--- src/lqs_pkg.sv ---
package lqs_pkg;

    localparam int DEPTH_DEFAULT = 8;
    localparam int WORD_W        = 32;
    localparam int SLOT_W        = 3;

    typedef enum logic [1:0] {
        OP_ENQUEUE = 2'd0,
        OP_DEQUEUE = 2'd1,
        OP_SEARCH  = 2'd2,
        OP_DISPLAY = 2'd3
    } opcode_t;

    typedef enum logic [1:0] {
        STATUS_OK        = 2'd0,
        STATUS_OVERFLOW  = 2'd1,
        STATUS_EMPTY     = 2'd2,
        STATUS_NOT_FOUND = 2'd3
    } status_t;

    typedef enum logic [2:0] {
        ST_IDLE,
        ST_READ,
        ST_SCAN,
        ST_DISP,
        ST_PUSH
    } lqs_state_t;

    // memory port strobes from the controller
    typedef struct packed {
        logic wr_en;
        logic rd_en;
    } mem_ctl_t;

endpackage

--- src/lqs_in_if.sv ---
interface lqs_in_if
    import lqs_pkg::*;
();
    logic                     valid;
    logic                     ready;
    logic [1:0]               opcode;
    logic signed [WORD_W-1:0] data_word;

    modport source (output valid, output opcode, output data_word, input ready);
    modport sink   (input valid, input opcode, input data_word, output ready);
endinterface

--- src/lqs_out_if.sv ---
interface lqs_out_if
    import lqs_pkg::*;
();
    logic                     valid;
    logic                     ready;
    logic [1:0]               status;
    logic signed [WORD_W-1:0] word_out;
    logic [SLOT_W-1:0]        slot_index;
    logic                     last;

    modport source (output valid, output status, output word_out, output slot_index,
                    output last, input ready);
    modport sink   (input valid, input status, input word_out, input slot_index,
                    input last, output ready);
endinterface

--- src/lqs_mem.sv ---
module lqs_mem
    import lqs_pkg::*;
#(
    parameter int DEPTH = DEPTH_DEFAULT,
    parameter int AW    = (DEPTH > 1) ? $clog2(DEPTH) : 1
) (
    input  logic              clk,
    input  mem_ctl_t          ctl,
    input  logic [AW-1:0]     waddr,
    input  logic [WORD_W-1:0] wdata,
    input  logic [AW-1:0]     raddr,
    output logic [WORD_W-1:0] rdata
);

    logic [WORD_W-1:0] mem_reg [DEPTH];
    logic [WORD_W-1:0] rdata_reg;

    always_ff @(posedge clk)
    begin
        if (ctl.wr_en)
        begin
            mem_reg[waddr] <= wdata;
        end
    end

    // registered read, holds until the next read strobe
    always_ff @(posedge clk)
    begin
        if (ctl.rd_en)
        begin
            rdata_reg <= mem_reg[raddr];
        end
    end

    assign rdata = rdata_reg;

endmodule

--- src/lqs_ctrl.sv ---
module lqs_ctrl
    import lqs_pkg::*;
#(
    parameter int DEPTH = DEPTH_DEFAULT,
    parameter int AW    = (DEPTH > 1) ? $clog2(DEPTH) : 1
) (
    input  logic              clk,
    input  logic              rst_n,
    lqs_in_if.sink            req,
    lqs_out_if.source         rsp,
    output mem_ctl_t          mem_ctl,
    output logic [AW-1:0]     mem_waddr,
    output logic [WORD_W-1:0] mem_wdata,
    output logic [AW-1:0]     mem_raddr,
    input  logic [WORD_W-1:0] mem_rdata
);

    localparam int CW = $clog2(DEPTH + 1);
    localparam int SW = (CW > SLOT_W) ? CW : SLOT_W;

    lqs_state_t        state_reg, state_next;
    logic [CW-1:0]     head_reg, head_next;
    logic [CW-1:0]     written_reg, written_next;
    logic [CW-1:0]     ptr_reg, ptr_next;
    logic [WORD_W-1:0] key_reg, key_next;
    status_t           res_status_reg, res_status_next;
    logic [WORD_W-1:0] res_word_reg, res_word_next;
    logic [SLOT_W-1:0] res_slot_reg, res_slot_next;

    logic              out_valid_reg;
    status_t           out_status_reg;
    logic [WORD_W-1:0] out_word_reg;
    logic [SLOT_W-1:0] out_slot_reg;
    logic              out_last_reg;

    logic              out_load;
    status_t           out_status_d;
    logic [WORD_W-1:0] out_word_d;
    logic [SLOT_W-1:0] out_slot_d;
    logic              out_last_d;

    logic              out_free;
    logic              empty;
    logic [CW-1:0]     ptr_inc;
    logic              scan_end;
    logic [SW-1:0]     ptr_ext;
    logic [SLOT_W-1:0] ptr_slot;

    assign out_free  = !out_valid_reg || rsp.ready;
    assign empty     = (head_reg >= written_reg);
    assign ptr_inc   = ptr_reg + CW'(1);
    assign scan_end  = (ptr_inc >= written_reg);
    assign ptr_ext   = SW'(ptr_reg);
    assign ptr_slot  = ptr_ext[SLOT_W-1:0];
    assign req.ready = (state_reg == ST_IDLE);
    assign mem_waddr = written_reg[AW-1:0];
    assign mem_wdata = req.data_word;

    always_comb
    begin
        state_next      = state_reg;
        head_next       = head_reg;
        written_next    = written_reg;
        ptr_next        = ptr_reg;
        key_next        = key_reg;
        res_status_next = res_status_reg;
        res_word_next   = res_word_reg;
        res_slot_next   = res_slot_reg;
        mem_ctl         = '0;
        mem_raddr       = ptr_reg[AW-1:0];
        out_load        = 1'b0;
        out_status_d    = STATUS_OK;
        out_word_d      = '0;
        out_slot_d      = '0;
        out_last_d      = 1'b1;

        unique case (state_reg)
            ST_IDLE:
            begin
                res_word_next = '0;
                res_slot_next = '0;
                if (req.valid)
                begin
                    state_next = ST_PUSH;
                    unique case (opcode_t'(req.opcode))
                        OP_ENQUEUE:
                        begin
                            if (written_reg == CW'(DEPTH))
                            begin
                                res_status_next = STATUS_OVERFLOW;
                            end
                            else
                            begin
                                mem_ctl.wr_en   = 1'b1;
                                written_next    = written_reg + CW'(1);
                                res_status_next = STATUS_OK;
                            end
                        end
                        OP_DEQUEUE:
                        begin
                            if (empty)
                            begin
                                res_status_next = STATUS_EMPTY;
                            end
                            else
                            begin
                                mem_ctl.rd_en = 1'b1;
                                mem_raddr     = head_reg[AW-1:0];
                                head_next     = head_reg + CW'(1);
                                state_next    = ST_READ;
                            end
                        end
                        OP_SEARCH,
                        OP_DISPLAY:
                        begin
                            if (empty)
                            begin
                                res_status_next = STATUS_EMPTY;
                            end
                            else
                            begin
                                mem_ctl.rd_en = 1'b1;
                                mem_raddr     = head_reg[AW-1:0];
                                ptr_next      = head_reg;
                                key_next      = req.data_word;
                                state_next    = (opcode_t'(req.opcode) == OP_SEARCH)
                                                ? ST_SCAN : ST_DISP;
                            end
                        end
                        default:
                        begin
                            res_status_next = STATUS_EMPTY;
                        end
                    endcase
                end
            end
            ST_READ:
            begin
                res_status_next = STATUS_OK;
                res_word_next   = mem_rdata;
                res_slot_next   = '0;
                state_next      = ST_PUSH;
            end
            ST_SCAN:
            begin
                res_word_next = '0;
                if (mem_rdata == key_reg)
                begin
                    res_status_next = STATUS_OK;
                    res_slot_next   = ptr_slot;
                    state_next      = ST_PUSH;
                end
                else if (scan_end)
                begin
                    res_status_next = STATUS_NOT_FOUND;
                    res_slot_next   = '0;
                    state_next      = ST_PUSH;
                end
                else
                begin
                    ptr_next      = ptr_inc;
                    mem_ctl.rd_en = 1'b1;
                    mem_raddr     = ptr_inc[AW-1:0];
                end
            end
            ST_DISP:
            begin
                if (out_free)
                begin
                    out_load     = 1'b1;
                    out_status_d = STATUS_OK;
                    out_word_d   = mem_rdata;
                    out_slot_d   = ptr_slot;
                    out_last_d   = scan_end;
                    if (scan_end)
                    begin
                        state_next = ST_IDLE;
                    end
                    else
                    begin
                        ptr_next      = ptr_inc;
                        mem_ctl.rd_en = 1'b1;
                        mem_raddr     = ptr_inc[AW-1:0];
                    end
                end
            end
            ST_PUSH:
            begin
                if (out_free)
                begin
                    out_load     = 1'b1;
                    out_status_d = res_status_reg;
                    out_word_d   = res_word_reg;
                    out_slot_d   = res_slot_reg;
                    out_last_d   = 1'b1;
                    state_next   = ST_IDLE;
                end
            end
            default:
            begin
                state_next = ST_IDLE;
            end
        endcase
    end

    always_ff @(posedge clk or negedge rst_n)
    begin
        if (!rst_n)
        begin
            state_reg     <= ST_IDLE;
            head_reg      <= '0;
            written_reg   <= '0;
            ptr_reg       <= '0;
            out_valid_reg <= 1'b0;
        end
        else
        begin
            state_reg   <= state_next;
            head_reg    <= head_next;
            written_reg <= written_next;
            ptr_reg     <= ptr_next;
            if (out_load)
            begin
                out_valid_reg <= 1'b1;
            end
            else if (rsp.ready)
            begin
                out_valid_reg <= 1'b0;
            end
        end
    end

    always_ff @(posedge clk)
    begin
        key_reg        <= key_next;
        res_status_reg <= res_status_next;
        res_word_reg   <= res_word_next;
        res_slot_reg   <= res_slot_next;
        if (out_load)
        begin
            out_status_reg <= out_status_d;
            out_word_reg   <= out_word_d;
            out_slot_reg   <= out_slot_d;
            out_last_reg   <= out_last_d;
        end
    end

    assign rsp.valid      = out_valid_reg;
    assign rsp.status     = out_status_reg;
    assign rsp.word_out   = out_word_reg;
    assign rsp.slot_index = out_slot_reg;
    assign rsp.last       = out_last_reg;

endmodule

--- src/linear_queue_with_search_unit.sv ---
// channel | dir | transaction                         | payload
// req     | in  | one command (enqueue/dequeue/search/display) | opcode, data_word
// rsp     | out | one result; display gives one per live entry  | status, word_out,
//         |     |                                               | slot_index, last
//
// enqueue passes PUSH, dequeue READ and PUSH, search scans at most DEPTH entries
// in SCAN before PUSH, display gives one result per live entry; the single-port
// slot memory read, one entry per cycle unless rsp stalls, sets the scan length
// one command at a time: req.ready is high only while the controller is idle,
// and a new command is taken while the last result still waits in rsp
// reset clears head, written count, scan pointer and the output valid flag;
// slot contents are not cleared (only written slots are ever read)
// a stall on rsp freezes a display scan at the current entry
module linear_queue_with_search_unit
    import lqs_pkg::*;
#(
    parameter int DEPTH = DEPTH_DEFAULT
) (
    input  logic      clk,
    input  logic      rst_n,
    lqs_in_if.sink    req,
    lqs_out_if.source rsp
);

    localparam int AW = (DEPTH > 1) ? $clog2(DEPTH) : 1;

    mem_ctl_t          mem_ctl;
    logic [AW-1:0]     mem_waddr;
    logic [AW-1:0]     mem_raddr;
    logic [WORD_W-1:0] mem_wdata;
    logic [WORD_W-1:0] mem_rdata;

    // sequencer: counters, scan pointer, output register
    // an enqueue writes only at the written count and reads only go below it,
    // so a write and a later read never touch the same entry in one cycle
    lqs_ctrl #(
        .DEPTH (DEPTH),
        .AW    (AW)
    ) u_ctrl (
        .clk       (clk),
        .rst_n     (rst_n),
        .req       (req),
        .rsp       (rsp),
        .mem_ctl   (mem_ctl),
        .mem_waddr (mem_waddr),
        .mem_wdata (mem_wdata),
        .mem_raddr (mem_raddr),
        .mem_rdata (mem_rdata)
    );

    // slot storage, one write and one registered read per cycle
    lqs_mem #(
        .DEPTH (DEPTH),
        .AW    (AW)
    ) u_mem (
        .clk   (clk),
        .ctl   (mem_ctl),
        .waddr (mem_waddr),
        .wdata (mem_wdata),
        .raddr (mem_raddr),
        .rdata (mem_rdata)
    );

    // an accepted command always moves the sequencer out of idle, so req.ready drops
    a_busy_after_accept: assert property (@(posedge clk) disable iff (!rst_n)
        req.valid && req.ready |=> !req.ready)
        else $error("command accepted right after another");

    // no command may be taken in the middle of a display
    a_no_accept_mid_display: assert property (@(posedge clk) disable iff (!rst_n)
        rsp.valid && rsp.ready && !rsp.last |-> !req.ready)
        else $error("command taken during display");

    // only display entries can be non-final, and those are always ok
    a_nonlast_is_ok: assert property (@(posedge clk) disable iff (!rst_n)
        rsp.valid && !rsp.last |-> rsp.status == STATUS_OK)
        else $error("non-final result with error status");

    // error results are single and carry no word or slot
    a_error_clean: assert property (@(posedge clk) disable iff (!rst_n)
        rsp.valid && rsp.status != STATUS_OK
        |-> rsp.last && rsp.word_out == '0 && rsp.slot_index == '0)
        else $error("error result with payload");

endmodule

--- src/flat_wrapper.sv ---
// flat-port wrapper written by rule: the top's interface ports become plain ports
module linear_queue_with_search_unit_flat import lqs_pkg::*;
#(
    parameter int DEPTH = DEPTH_DEFAULT
)
  (clk, rst_n, req_valid, req_opcode, req_data_word, req_ready, rsp_valid, rsp_status, rsp_word_out, rsp_slot_index, rsp_last, rsp_ready);
  lqs_in_if req_i ();
  lqs_out_if rsp_i ();
  input  logic clk;
  input  logic rst_n;
  input wire logic [$bits(req_i.valid)-1:0] req_valid;
  input wire logic [$bits(req_i.opcode)-1:0] req_opcode;
  input wire logic [$bits(req_i.data_word)-1:0] req_data_word;
  output wire logic [$bits(req_i.ready)-1:0] req_ready;
  output wire logic [$bits(rsp_i.valid)-1:0] rsp_valid;
  output wire logic [$bits(rsp_i.status)-1:0] rsp_status;
  output wire logic [$bits(rsp_i.word_out)-1:0] rsp_word_out;
  output wire logic [$bits(rsp_i.slot_index)-1:0] rsp_slot_index;
  output wire logic [$bits(rsp_i.last)-1:0] rsp_last;
  input wire logic [$bits(rsp_i.ready)-1:0] rsp_ready;
  assign req_i.valid = req_valid;
  assign req_i.opcode = req_opcode;
  assign req_i.data_word = req_data_word;
  assign req_ready = req_i.ready;
  assign rsp_valid = rsp_i.valid;
  assign rsp_status = rsp_i.status;
  assign rsp_word_out = rsp_i.word_out;
  assign rsp_slot_index = rsp_i.slot_index;
  assign rsp_last = rsp_i.last;
  assign rsp_i.ready = rsp_ready;
  linear_queue_with_search_unit #(.DEPTH(DEPTH)) u_core (.clk(clk), .rst_n(rst_n), .req(req_i), .rsp(rsp_i));
endmodule
--- config.mk ---
export PLATFORM = sky130hd
export DESIGN_NAME = linear_queue_with_search_unit_flat
export DESIGN_NICKNAME = d
export VERILOG_FILES = /design/src/lqs_pkg.sv /design/src/lqs_in_if.sv /design/src/lqs_out_if.sv /design/src/lqs_mem.sv /design/src/lqs_ctrl.sv /design/src/linear_queue_with_search_unit.sv /design/src/flat_wrapper.sv
export SDC_FILE = /design/constraint.sdc
export NUM_CORES = 1
export LEC_CHECK = 0
export BUFFER_PORTS_ARGS = -buffer_cell sky130_fd_sc_hd__buf_4
export CORE_ASPECT_RATIO = 0.75
export CORE_MARGIN = 2
export CORE_UTILIZATION = 49
export DETAILED_ROUTE_END_ITERATION = 6
export GPL_TIMING_DRIVEN = 0
export PLACE_DENSITY = 0.66
export SLEW_MARGIN = 20
export SYNTH_ARGS = -nofsm -noshare
export SYNTH_HDL_FRONTEND = slang
export SYNTH_HIERARCHICAL = 1
export SYNTH_SLANG_ARGS = --single-unit
--- constraint.sdc ---
create_clock -name clk -period 5.2 [get_ports clk]
set_input_delay 1.04 -clock clk [delete_from_list [all_inputs] [get_ports clk]]
set_output_delay 1.04 -clock clk [all_outputs]
set_load 0.01 [all_outputs]
======== Word level (Yosys, flattened, before mapping) ========
Memory sizes are Yosys's and may differ from the RTL's. A register that Yosys moved wholly into a read port is not among the register bits.
Index checks and enable logic that the tools add are counted.
operators by class
  add/sub/neg operators ................... 3
  $lt $le $gt $ge ......................... 2
  equality and inequality tests ........... 18
  mux-type cells .......................... 57
  bitwise operators ....................... 2
  reductions and logical operators ........ 23
operator list
  operator             count
  $pmux 32 s2          2
  $mux 32              2
  $mux 3               17
  $eq 32x32->1         1
  $mux 4               6
  $pmux 3 s2           3
  $mux 1               16
  $reduce_and 4->1     4
  $pmux 3 s5           1
  $add 4x1->4 const B  3
  $ne 2x2->1 const B   6
  $pmux 4 s3           1
  $mux 2               5
  $pmux 3 s3           1
  $ge 4x4->1           2
  $reduce_or 2->1      4
  $eq 3x2->1 const B   2
  $pmux 2 s3           1
  $reduce_and 2->1     3
  $reduce_and 6->1     1
  $reduce_bool 2->1    3
  $reduce_bool 3->1    2
  $reduce_and 5->1     1
  $eq 2x2->1 const B   2
  15 further kinds     16
storage, ports and cells
  register bits ........................... 123
  RAM bits ................................ 256
  input port bits ......................... 38
  output and inout port bits .............. 40
  word-level logic and storage cells ...... 119
  memories kept ........................... 1
memories
  name                  depth  bits a word  rd ports  clocked after memory_dff  wr ports  RTL line       RTL
  u_core.u_mem.mem_reg  8      32           1         1                         1         lqs_mem.sv:15  logic [WORD_W-1:0] mem_reg [DEPTH];

======== Logic depth before layout (Yosys ltp) ========
Gate-level depths: netlist (run 1).
  depth in word-level cells ............... 7
  mapped depth ............................ 14
  gate-level depth less buffers ........... 12

======== Modules after synthesis ========
The synthesis (run 1) kept the hierarchy.
modules (own cells, without submodules)
  module    instances  cells each  area an instance (µm²)
  lqs_mem   1          415         10,786.6
  lqs_ctrl  1          419         5,721.7

======== Worst setup path after synthesis (run 1) ========
Ideal clock, no wire load.
  path type ............................... input to register
  start point ............................. in req_opcode[1]
  end point ............................... mem u_core.u_mem.mem_reg[0][0] (enable)
  arrival time ............................ 4.244 ns
  required time ........................... 4.739 ns
  path slack .............................. 0.495 ns
  stages .................................. 7
  path buffers ............................ 2
  cell sequence ........................... or2_2 -> clkbuf_1 -> nor2_1 -> and2_1 -> clkbuf_1 -> nand2b_1 -> nor3_1
RTL lines
  item                RTL line            RTL
  start: declaration  flat_wrapper.sv:12  input wire logic [$bits(req_i.opcode)-1:0] req_opcode;
  end: declaration    lqs_mem.sv:15

======== Worst setup path after layout (run 1) ========
  start point ............................. reg u_core.u_ctrl.ptr_reg[1] (netlist: u_core/u_ctrl/ptr_ext[1])
  end point ............................... reg u_core.u_mem.rdata_reg[12] (netlist: u_core/u_mem/rdata[12]), read port of u_core.u_mem.mem_reg (data pin)
on the way
  cells in the longest elaborated chain, start to end .. 5
  elaborated cells between the ends (all ways) .. 13
ends and longest elaborated chain
  item                              RTL line                             RTL
  start: declaration                lqs_ctrl.sv:24                       logic [CW-1:0] ptr_reg, ptr_next;
  start signal: assignment          lqs_ctrl.sv:221                      ptr_reg <= ptr_next;
  $add 4x1->4 (*)                   lqs_ctrl.sv:51                       assign ptr_inc = ptr_reg + CW'(1);
  $ge 4x4->1                        lqs_ctrl.sv:52                       assign scan_end = (ptr_inc >= written_reg);
  $mux 3 (*)                        lqs_ctrl.sv:153, lqs_ctrl.sv:175
  $mux 3, on equally long branches  lqs_ctrl.sv:168, lqs_ctrl.sv:147
  $pmux 3 s3 (*)                    lqs_ctrl.sv:77                       unique case (state_reg)
  via u_core.mem_raddr[2]           linear_queue_with_search_unit.sv:29  logic [AW-1:0] mem_raddr;
  end: declaration                  lqs_mem.sv:16                        logic [WORD_W-1:0] rdata_reg;
Mark *: on every way through the listed nets, which the timed path passes. The rest lies on a longest branch.
A chain may end at the register's enable or synchronous reset.

==> impl_metrics.json, run 1 <==
{
  "final_common_cell": "edfxtp_1",
  "layout_common_cells": "395 x edfxtp_1, 122 x buf_4, 41 x clkbuf_16, 40 x mux4_1, 35 x a22o_1",
  "start_util": 0.495,
  "synth_seq_cells": 411,
  "clkPwrFrac": 0.236,
  "h-tree-depth": 2,
  "wl_met2_mm": 16.9,
  "io_buffers": 77,
  "cp_max_fo": 10,
  "dieArea_mm2": 0.0352,
  "synth.mux.area_fraction": 0.119,
  "slowest_delay_ns": 0.59,
  "slew_headroom": 0.315,
  "status": "finished clean",
  "synth_ff_type": "edfxtp_1",
  "cap_violations": 0,
  "die_x_um": 216,
  "row_count": 58,
  "diodes": 0,
  "root_buffer": "clkbuf_16",
  "p_comb_frac": 0.353,
  "synth_cell_type_count": 54,
  "crit_family": "compound AO/OA/AOI/OAI gates",
  "p_int_w": 0.00796,
  "swShare": 0.321,
  "synthArstFlopShare": 0.0389,
  "wl_met1_mm": 16.3,
  "core_area_mm2": 0.0334,
  "met3_length_mm": 3.03,
  "drtAntennaViolNets": 0,
  "totalWireLength_mm": 36.8,
  "dr.first_iter.drc_count": 912,
  "largest_register_ffs": 256,
  "finalCritPeriodShare": 0.876,
  "tightest_slew_ns": 1.03,
  "crit_path_cell_trace": "ha_1 -> xor2_1 -> ha_1 -> o21ai_0 -> a21o_1 -> a21oi_1 -> o21ai_0 -> nand3_1 -> a221o_1 -> clkbuf_1 -> buf_2 -> mux4_2 -> mux2_2",
  "synth_compound_area_frac": 0.0393,
  "drc_errors": 0,
  "slowest_stage": "clkbuf_1",
  "nNetsFinal": 1029,
  "critPathBufInv": 2,
  "fp.dieH_um": 163,
  "cts-hold-fix-buffers": 0,
  "clk_path_buf_depth": 3,
  "worstPathArrival_ns": 4.83,
  "tns_ns": 0,
  "leakage_nw": 6.73,
  "synth_xor_area_frac": 0.0212,
  "clkTransAtPathRegs_ns": 0.06,
  "synth.avg_cell_area_um2": 19.8,
  "required_ns": 5.48,
  "vias_per_cell": 5.70,
  "fin_crit_ns": 4.55,
  "grt_max_degree": 39,
  "hold_class": "input pin to asynchronous set/reset pin",
  "crit_type": "flop to flop",
  "top_layer": "met4",
  "placed_cells": 1388,
  "cts_made_buffers": 39,
  "layout-drive-gt1-share": 0.289,
  "ir_drop_v": 0.000306,
  "finalHoldViolations": 0,
  "detail_route.wl_per_cell_um": 25.3,
  "layout.cells.non_filler": 1458,
  "p_sw_w": 0.00377,
  "pwr_density_cell_mw_per_mm2": 606,
  "cts_sinks": 411,
  "ys_seq_area_frac": 0.743,
  "grt_overflow_total": 0,
  "critPathLaunchType": "flop",
  "gr-usage-all-layers": 0.215,
  "synthAdderAreaFrac": 0.00910,
  "hpwl_mm": 24.8,
  "setup_violations": 0,
  "fillCellCount": 2501,
  "syn_inst": 834,
  "netlist_area_mm2": 0.0165,
  "gp_congestion": 0.833,
  "first_pass_iters": 5,
  "grt_pass1_wl_mm": 54.1,
  "fmax_mhz": 220,
  "worstSetupEndpointType": "flop",
  "insertion_delay_ns": 0.55,
  "drv_slew": 0,
  "rsz0062_at_grt": "no",
  "synth_edf_count": 395,
  "vias": 8312,
  "clock_skew_ns": 0.0240,
  "area_growth_pct": 17.4,
  "antenna_found_initial": 0,
  "postCtsSetupBuffers": 0,
  "yosysWarningCount": 6,
  "syn-num-nets": 884,
  "ctsResizeCount": 0,
  "io_pins": 78,
  "grt_pass1_vias": 8251,
  "synth_top_family_by_area": "multiplexers",
  "cts_tree": "done",
  "yosys.area_share.simple": 0.0380,
  "seqPwrFrac": 0.411
}
-- through the flow --
stage          instance area, um^2  power (W)  hold slack [ns]  utilization  worst slack, ns
6_report                     19400     0.0117            0.352        0.580            0.647
2_1_floorplan                16500    0.00752            0.466            -            0.495
5_1_grt                      19400     0.0123            0.360        0.580            0.426
4_1_cts                      19400     0.0118            0.348        0.580            0.742
3_5_place_dp                 18100    0.00901            0.506        0.543            0.774
3_3_place_gp                 17600    0.00883            0.486        0.529            -2.64
-- final timing paths --
path	startpoint	end	slack, ns	cells after the start
worst max-delay path	u_core/u_ctrl/ptr_ext[1]	u_core/u_mem/rdata[12]	0.65	13
worst min-delay path	rst_n	u_core/u_ctrl/written_reg[1]	0.35	1
worst max register to register	u_core/u_ctrl/ptr_ext[1]	u_core/u_mem/rdata[12]	0.65	13
worst min register to register	u_core/u_ctrl/written_reg[3]	u_core/u_ctrl/written_reg[3]	0.51	1
max in group asynchronous	rst_n	u_core/u_ctrl/rsp.valid	4.66	1
min in group clk	u_core/u_ctrl/written_reg[3]	u_core/u_ctrl/written_reg[3]	0.51	1
-- cell type report --
type / count / area [um^2] / area share
inverters: 10 / 42.5 / 0.00220
multi-input cells: 343 / 3810 / 0.197
clock inverters: 24 / 188 / 0.00969
repair buffers: 104 / 1000 / 0.0519
clock buffers: 46 / 1040 / 0.0539
flip-flops and latches: 411 / 12300 / 0.633
well taps: 450 / 563 / 0.0291
plain buffers: 70 / 463 / 0.0239
-- power groups by stage --
stage,clock (W),sequential (W),combinational [W]
finish,0.00277,0.00482,0.00414
global route,0.00296,0.00487,0.00442
CTS,0.00282,0.00482,0.00416
detailed placement,0,0.00488,0.00413
global placement,0,0.00491,0.00392
floorplan,0,0.00480,0.00272
-- synth_stat cells (all sizes together), types with 2 or more instances --
| master | instances | area, um^2 |
|---|---|---|
| and2 | 5 | 31.3 |
| a22o | 35 | 307 |
| xnor2 | 7 | 61.3 |
| nand3 | 5 | 25.0 |
| nor2 | 20 | 90.1 |
| ha | 12 | 150 |
| or2 | 2 | 12.5 |
| clkbuf | 11 | 41.3 |
| nor2b | 33 | 206 |
| nand2 | 18 | 82.6 |
| xor2 | 33 | 289 |
| a21oi | 15 | 78.8 |
| a221o | 2 | 20.0 |
| o21ai | 10 | 50.1 |
| mux4 | 64 | 1590 |
| dfrtp | 16 | 400 |
| edfxtp | 395 | 11900 |
| buf | 59 | 422 |
| a31oi | 2 | 12.5 |
| o22a | 2 | 17.5 |
| a21o | 2 | 15.0 |
| o32a | 2 | 22.5 |
| mux2 | 33 | 372 |
| nand4 | 5 | 31.3 |
| nor4 | 8 | 50.1 |
| and3 | 4 | 26.3 |
| o31ai | 3 | 27.5 |
| nor3 | 5 | 25.0 |
| nand2b | 4 | 25.0 |
| inv | 9 | 33.8 |
-- cells by family after synthesis --
logic type / count (synthesis)
mux: 97
flops: 411
xor+xnor: 40
simple gates: 112
compound gates: 82
buf+inv: 80
fa+ha+maj: 12
-- worst reg2reg max path: stages (launching register included) --
cell and delay [ns]:
dfrtp_1 0.46, ha_1 0.27, xor2_1 0.18, ha_1 0.28
o21ai_0 0.07, a21o_1 0.18, a21oi_1 0.47, o21ai_0 0.24
nand3_1 0.23, a221o_1 0.18, clkbuf_1 0.59, buf_2 0.48
mux4_2 0.38, mux2_2 0.29
-- metal layers --
metal,global-route usage,vias up
li1,-,3634
met1,0.316,4316
met2,0.334,318
met3,0.0484,44
met4,0.0433,0
met5,0,-
No activity file was read; power rests on OpenSTA's default activity.
==> run 2, diff against run 1 <==
Settings changed: SYNTH_HIERARCHICAL 1 to default.
==> run 2 against run 1 <==
Area after synthesis up 1.0%. Sequential power up 2%. Largest power group unchanged. Worst setup slack worse by 0.34 ns. Critical path depth up 2. Combinational power up 18%. Fmax down 7.0%. Design area up 1.1%. Worst hold slack better by 0.0069 ns. Critical endpoint is now u_core.u_mem.rdata[29]. Core utilization up 0.39 points.
==> impl_metrics.json, run 2 <==
{
  "leakage_nw": 7.11,
  "synth.most_common_cell": "edfxtp_1",
  "synth_cell_type_count": 55,
  "insertion_delay_ns": 0.54,
  "area_growth_pct": 17.5,
  "grt_max_degree": 28,
  "fillCellCount": 2584,
  "cts_tree": "done",
  "cp-startpoint": "u_core.u_ctrl.ptr_ext[0]",
  "h-tree-depth": 2,
  "regToRegSetupSlack_ns": 0.31,
  "fmax_mhz": 204,
  "start_util": 0.497,
  "grt_overflow_total": 0,
  "dieArea_mm2": 0.0355,
  "fin_crit_ns": 4.89,
  "first_pass_iters": 5,
  "tightest_slew_ns": 0.814,
  "slew_headroom": 0.458,
  "nNetsFinal": 1150,
  "synth_area_leaders": "edfxtp_1 71%, mux2i_1 12%, dfrtp_1 2.4%, mux2_2 2.4%, xnor2_1 2.0%",
  "layout.cells.non_filler": 1582,
  "r2r_start": "u_core.u_ctrl.ptr_ext[0]",
  "clock_skew_ns": 0.0198,
  "cp_max_fo": 10,
  "finalHoldViolations": 0,
  "die_x_um": 217,
  "cts-hold-fix-buffers": 0,
  "layout-drive-gt1-share": 0.219,
  "final_common_cell": "edfxtp_1",
  "rsz0062_at_grt": "no",
  "hpwl_mm": 24.1,
  "synth_top_area_share": 0.711,
  "root_buffer": "clkbuf_16",
  "io_buffers": 77,
  "syn_inst": 948,
  "gp_congestion": 0.874,
  "io_pins": 78,
  "synth.avg_cell_area_um2": 17.6,
  "multi_input_area_mm2": 0.00421,
  "clkTransAtPathRegs_ns": 0.06,
  "setup_violations": 0,
  "largest_register_ffs": 256,
  "utilization": 0.584,
  "regArea_mm2": 0.0123,
  "synth_seq_cells": 411,
  "core_area_mm2": 0.0335,
  "synthArstFlopShare": 0.0389,
  "status": "finished clean",
  "cts_sinks": 411,
  "totalWireLength_mm": 34.8,
  "postPlaceCellArea_mm2": 0.0183,
  "syn-num-nets": 998,
  "cap_violations": 0,
  "pwr_density_cell_mw_per_mm2": 647,
  "critPathLaunchType": "flop",
  "vias_per_cell": 5.40,
  "gr-usage-all-layers": 0.201,
  "fp.dieH_um": 164,
  "netlist_area_mm2": 0.0167,
  "row_count": 58,
  "ctsResizeCount": 0,
  "drc_errors": 0,
  "cts_made_buffers": 40,
  "grt_pass1_vias": 8380,
  "worstPathArrival_ns": 5.17,
  "clk_path_buf_depth": 3,
  "finalCritPeriodShare": 0.941,
  "r2r_cells": 15,
  "required_ns": 5.47,
  "vias": 8545,
  "r2r_end": "u_core.u_mem.rdata[29]",
  "ys_seq_area_frac": 0.735,
  "synth_edf_count": 395,
  "dr.first_iter.drc_count": 828,
  "synth_ff_type": "edfxtp_1",
  "placed_cells": 1508,
  "yosysTopAreaCell": "edfxtp_1",
  "final_cell_area_mm2": 0.0196,
  "worstSetupEndpointType": "flop",
  "detail_route.wl_per_cell_um": 22.0,
  "drv_slew": 0,
  "grt_pass1_wl_mm": 52.3,
  "crit_path_end": "u_core.u_mem.rdata[29]",
  "layout_common_cells": "395 x edfxtp_1, 195 x mux2i_1, 95 x buf_4, 42 x clkbuf_16, 39 x xnor2_1",
  "postCtsSetupBuffers": 0,
  "antenna_found_initial": 2,
  "hold_class": "input pin to asynchronous set/reset pin",
  "crit_type": "flop to flop",
  "ir_drop_v": 0.000351,
  "drtAntennaViolNets": 0,
  "yosysWarningCount": 0,
  "synthTopCellsByCount": "395 x edfxtp_1, 195 x mux2i_1, 39 x xnor2_1, 35 x mux2_2, 34 x a22o_1"
}
run 2: cell types whose count changed after synthesis, sizes merged, moves of 6 or more:
cell	delta
a21oi	-8
buf	-32
mux2i	+195
mux4	-64
nand4	+6
xnor2	+32
xor2	-32
run 2: layout make-up:
class	count	area share
Clock buffer	46	0.0544
Timing Repair Buffer	110	0.0496
Sequential cell	411	0.626
Inverter	11	0.00211
Multi-Input combinational cell	483	0.215
Clock inverter	27	0.0120
Tap cell	450	0.0287
Buffer	43	0.0123
Antenna cell	1	0.000128
run 2: per-layer routing:
| metal | share of wire | routed length (um) | GRT usage |
|---|---|---|---|
| met1 | 0.48 | 16900 | 0.310 |
| met2 | 0.43 | 15000 | 0.300 |
| met3 | 0.071 | 2470 | 0.0357 |
| met4 | 0.014 | 495 | 0.0439 |
| met5 | 0 | 0 | 0 |
run 2: how the worst min path moves through the flow:
stage / start / endpoint / slack (ns)
floorplan: u_core.u_ctrl.ptr_ext[3] / u_core.u_ctrl.ptr_ext[3] / 0.47
global placement: u_core.u_ctrl.ptr_ext[3] / u_core.u_ctrl.ptr_ext[3] / 0.49
detailed placement: u_core.u_ctrl.res_word_reg[29] / u_core.u_ctrl.rsp.word_out[29] / 0.52
CTS: rst_n / u_core.u_ctrl.written_reg[3] / 0.35
global route: rst_n / u_core.u_ctrl.ptr_ext[0] / 0.36
finish: rst_n / u_core.u_ctrl.ptr_ext[0] / 0.36
run 2: report_power, final:
part / internal, W / switching [W] / total [W] / leakage (nW)
Clock: 0.00167 / 0.00118 / 0.00285 / 0.644
Combinational: 0.00219 / 0.00271 / 0.00490 / 2.64
Sequential: 0.00450 / 0.000423 / 0.00492 / 3.83
Total: 0.00836 / 0.00431 / 0.0127 / 7.11
run 2: worst max-delay path, cell delays in order (launching register included):
cell	delay, ns
dfrtp_1	0.55
ha_1	0.39
xor2_1	0.18
ha_1	0.25
o21a_1	0.18
o2bb2ai_1	0.29
buf_2	0.28
a32o_1	0.16
a211oi_1	0.05
a311oi_1	0.56
buf_2	0.39
buf_4	0.27
buf_2	0.37
mux2i_1	0.28
mux2i_1	0.12
mux2_2	0.31
run 2: kinds of logic after synthesis:
group,after synthesis,share of synthesized area
fa+ha+maj,12,0.00900
simple gates,124,0.0407
xor+xnor,40,0.0210
mux,230,0.141
buf+inv,54,0.0169
flops,411,0.735
compound gates,77,0.0365
run 2: metrics by stage:
stage                     setup WS [ns]  power [W]  hold WS [ns]  setup TNS [ns]
after detailed placement          0.441    0.00987         0.518               0
after global routing             0.0949     0.0133         0.363               0
after global placement            -3.17    0.00971         0.491         -296.41
after floorplan                   0.116    0.00823         0.470               0
after CTS                         0.413     0.0128         0.348               0
final                             0.307     0.0127         0.359               0
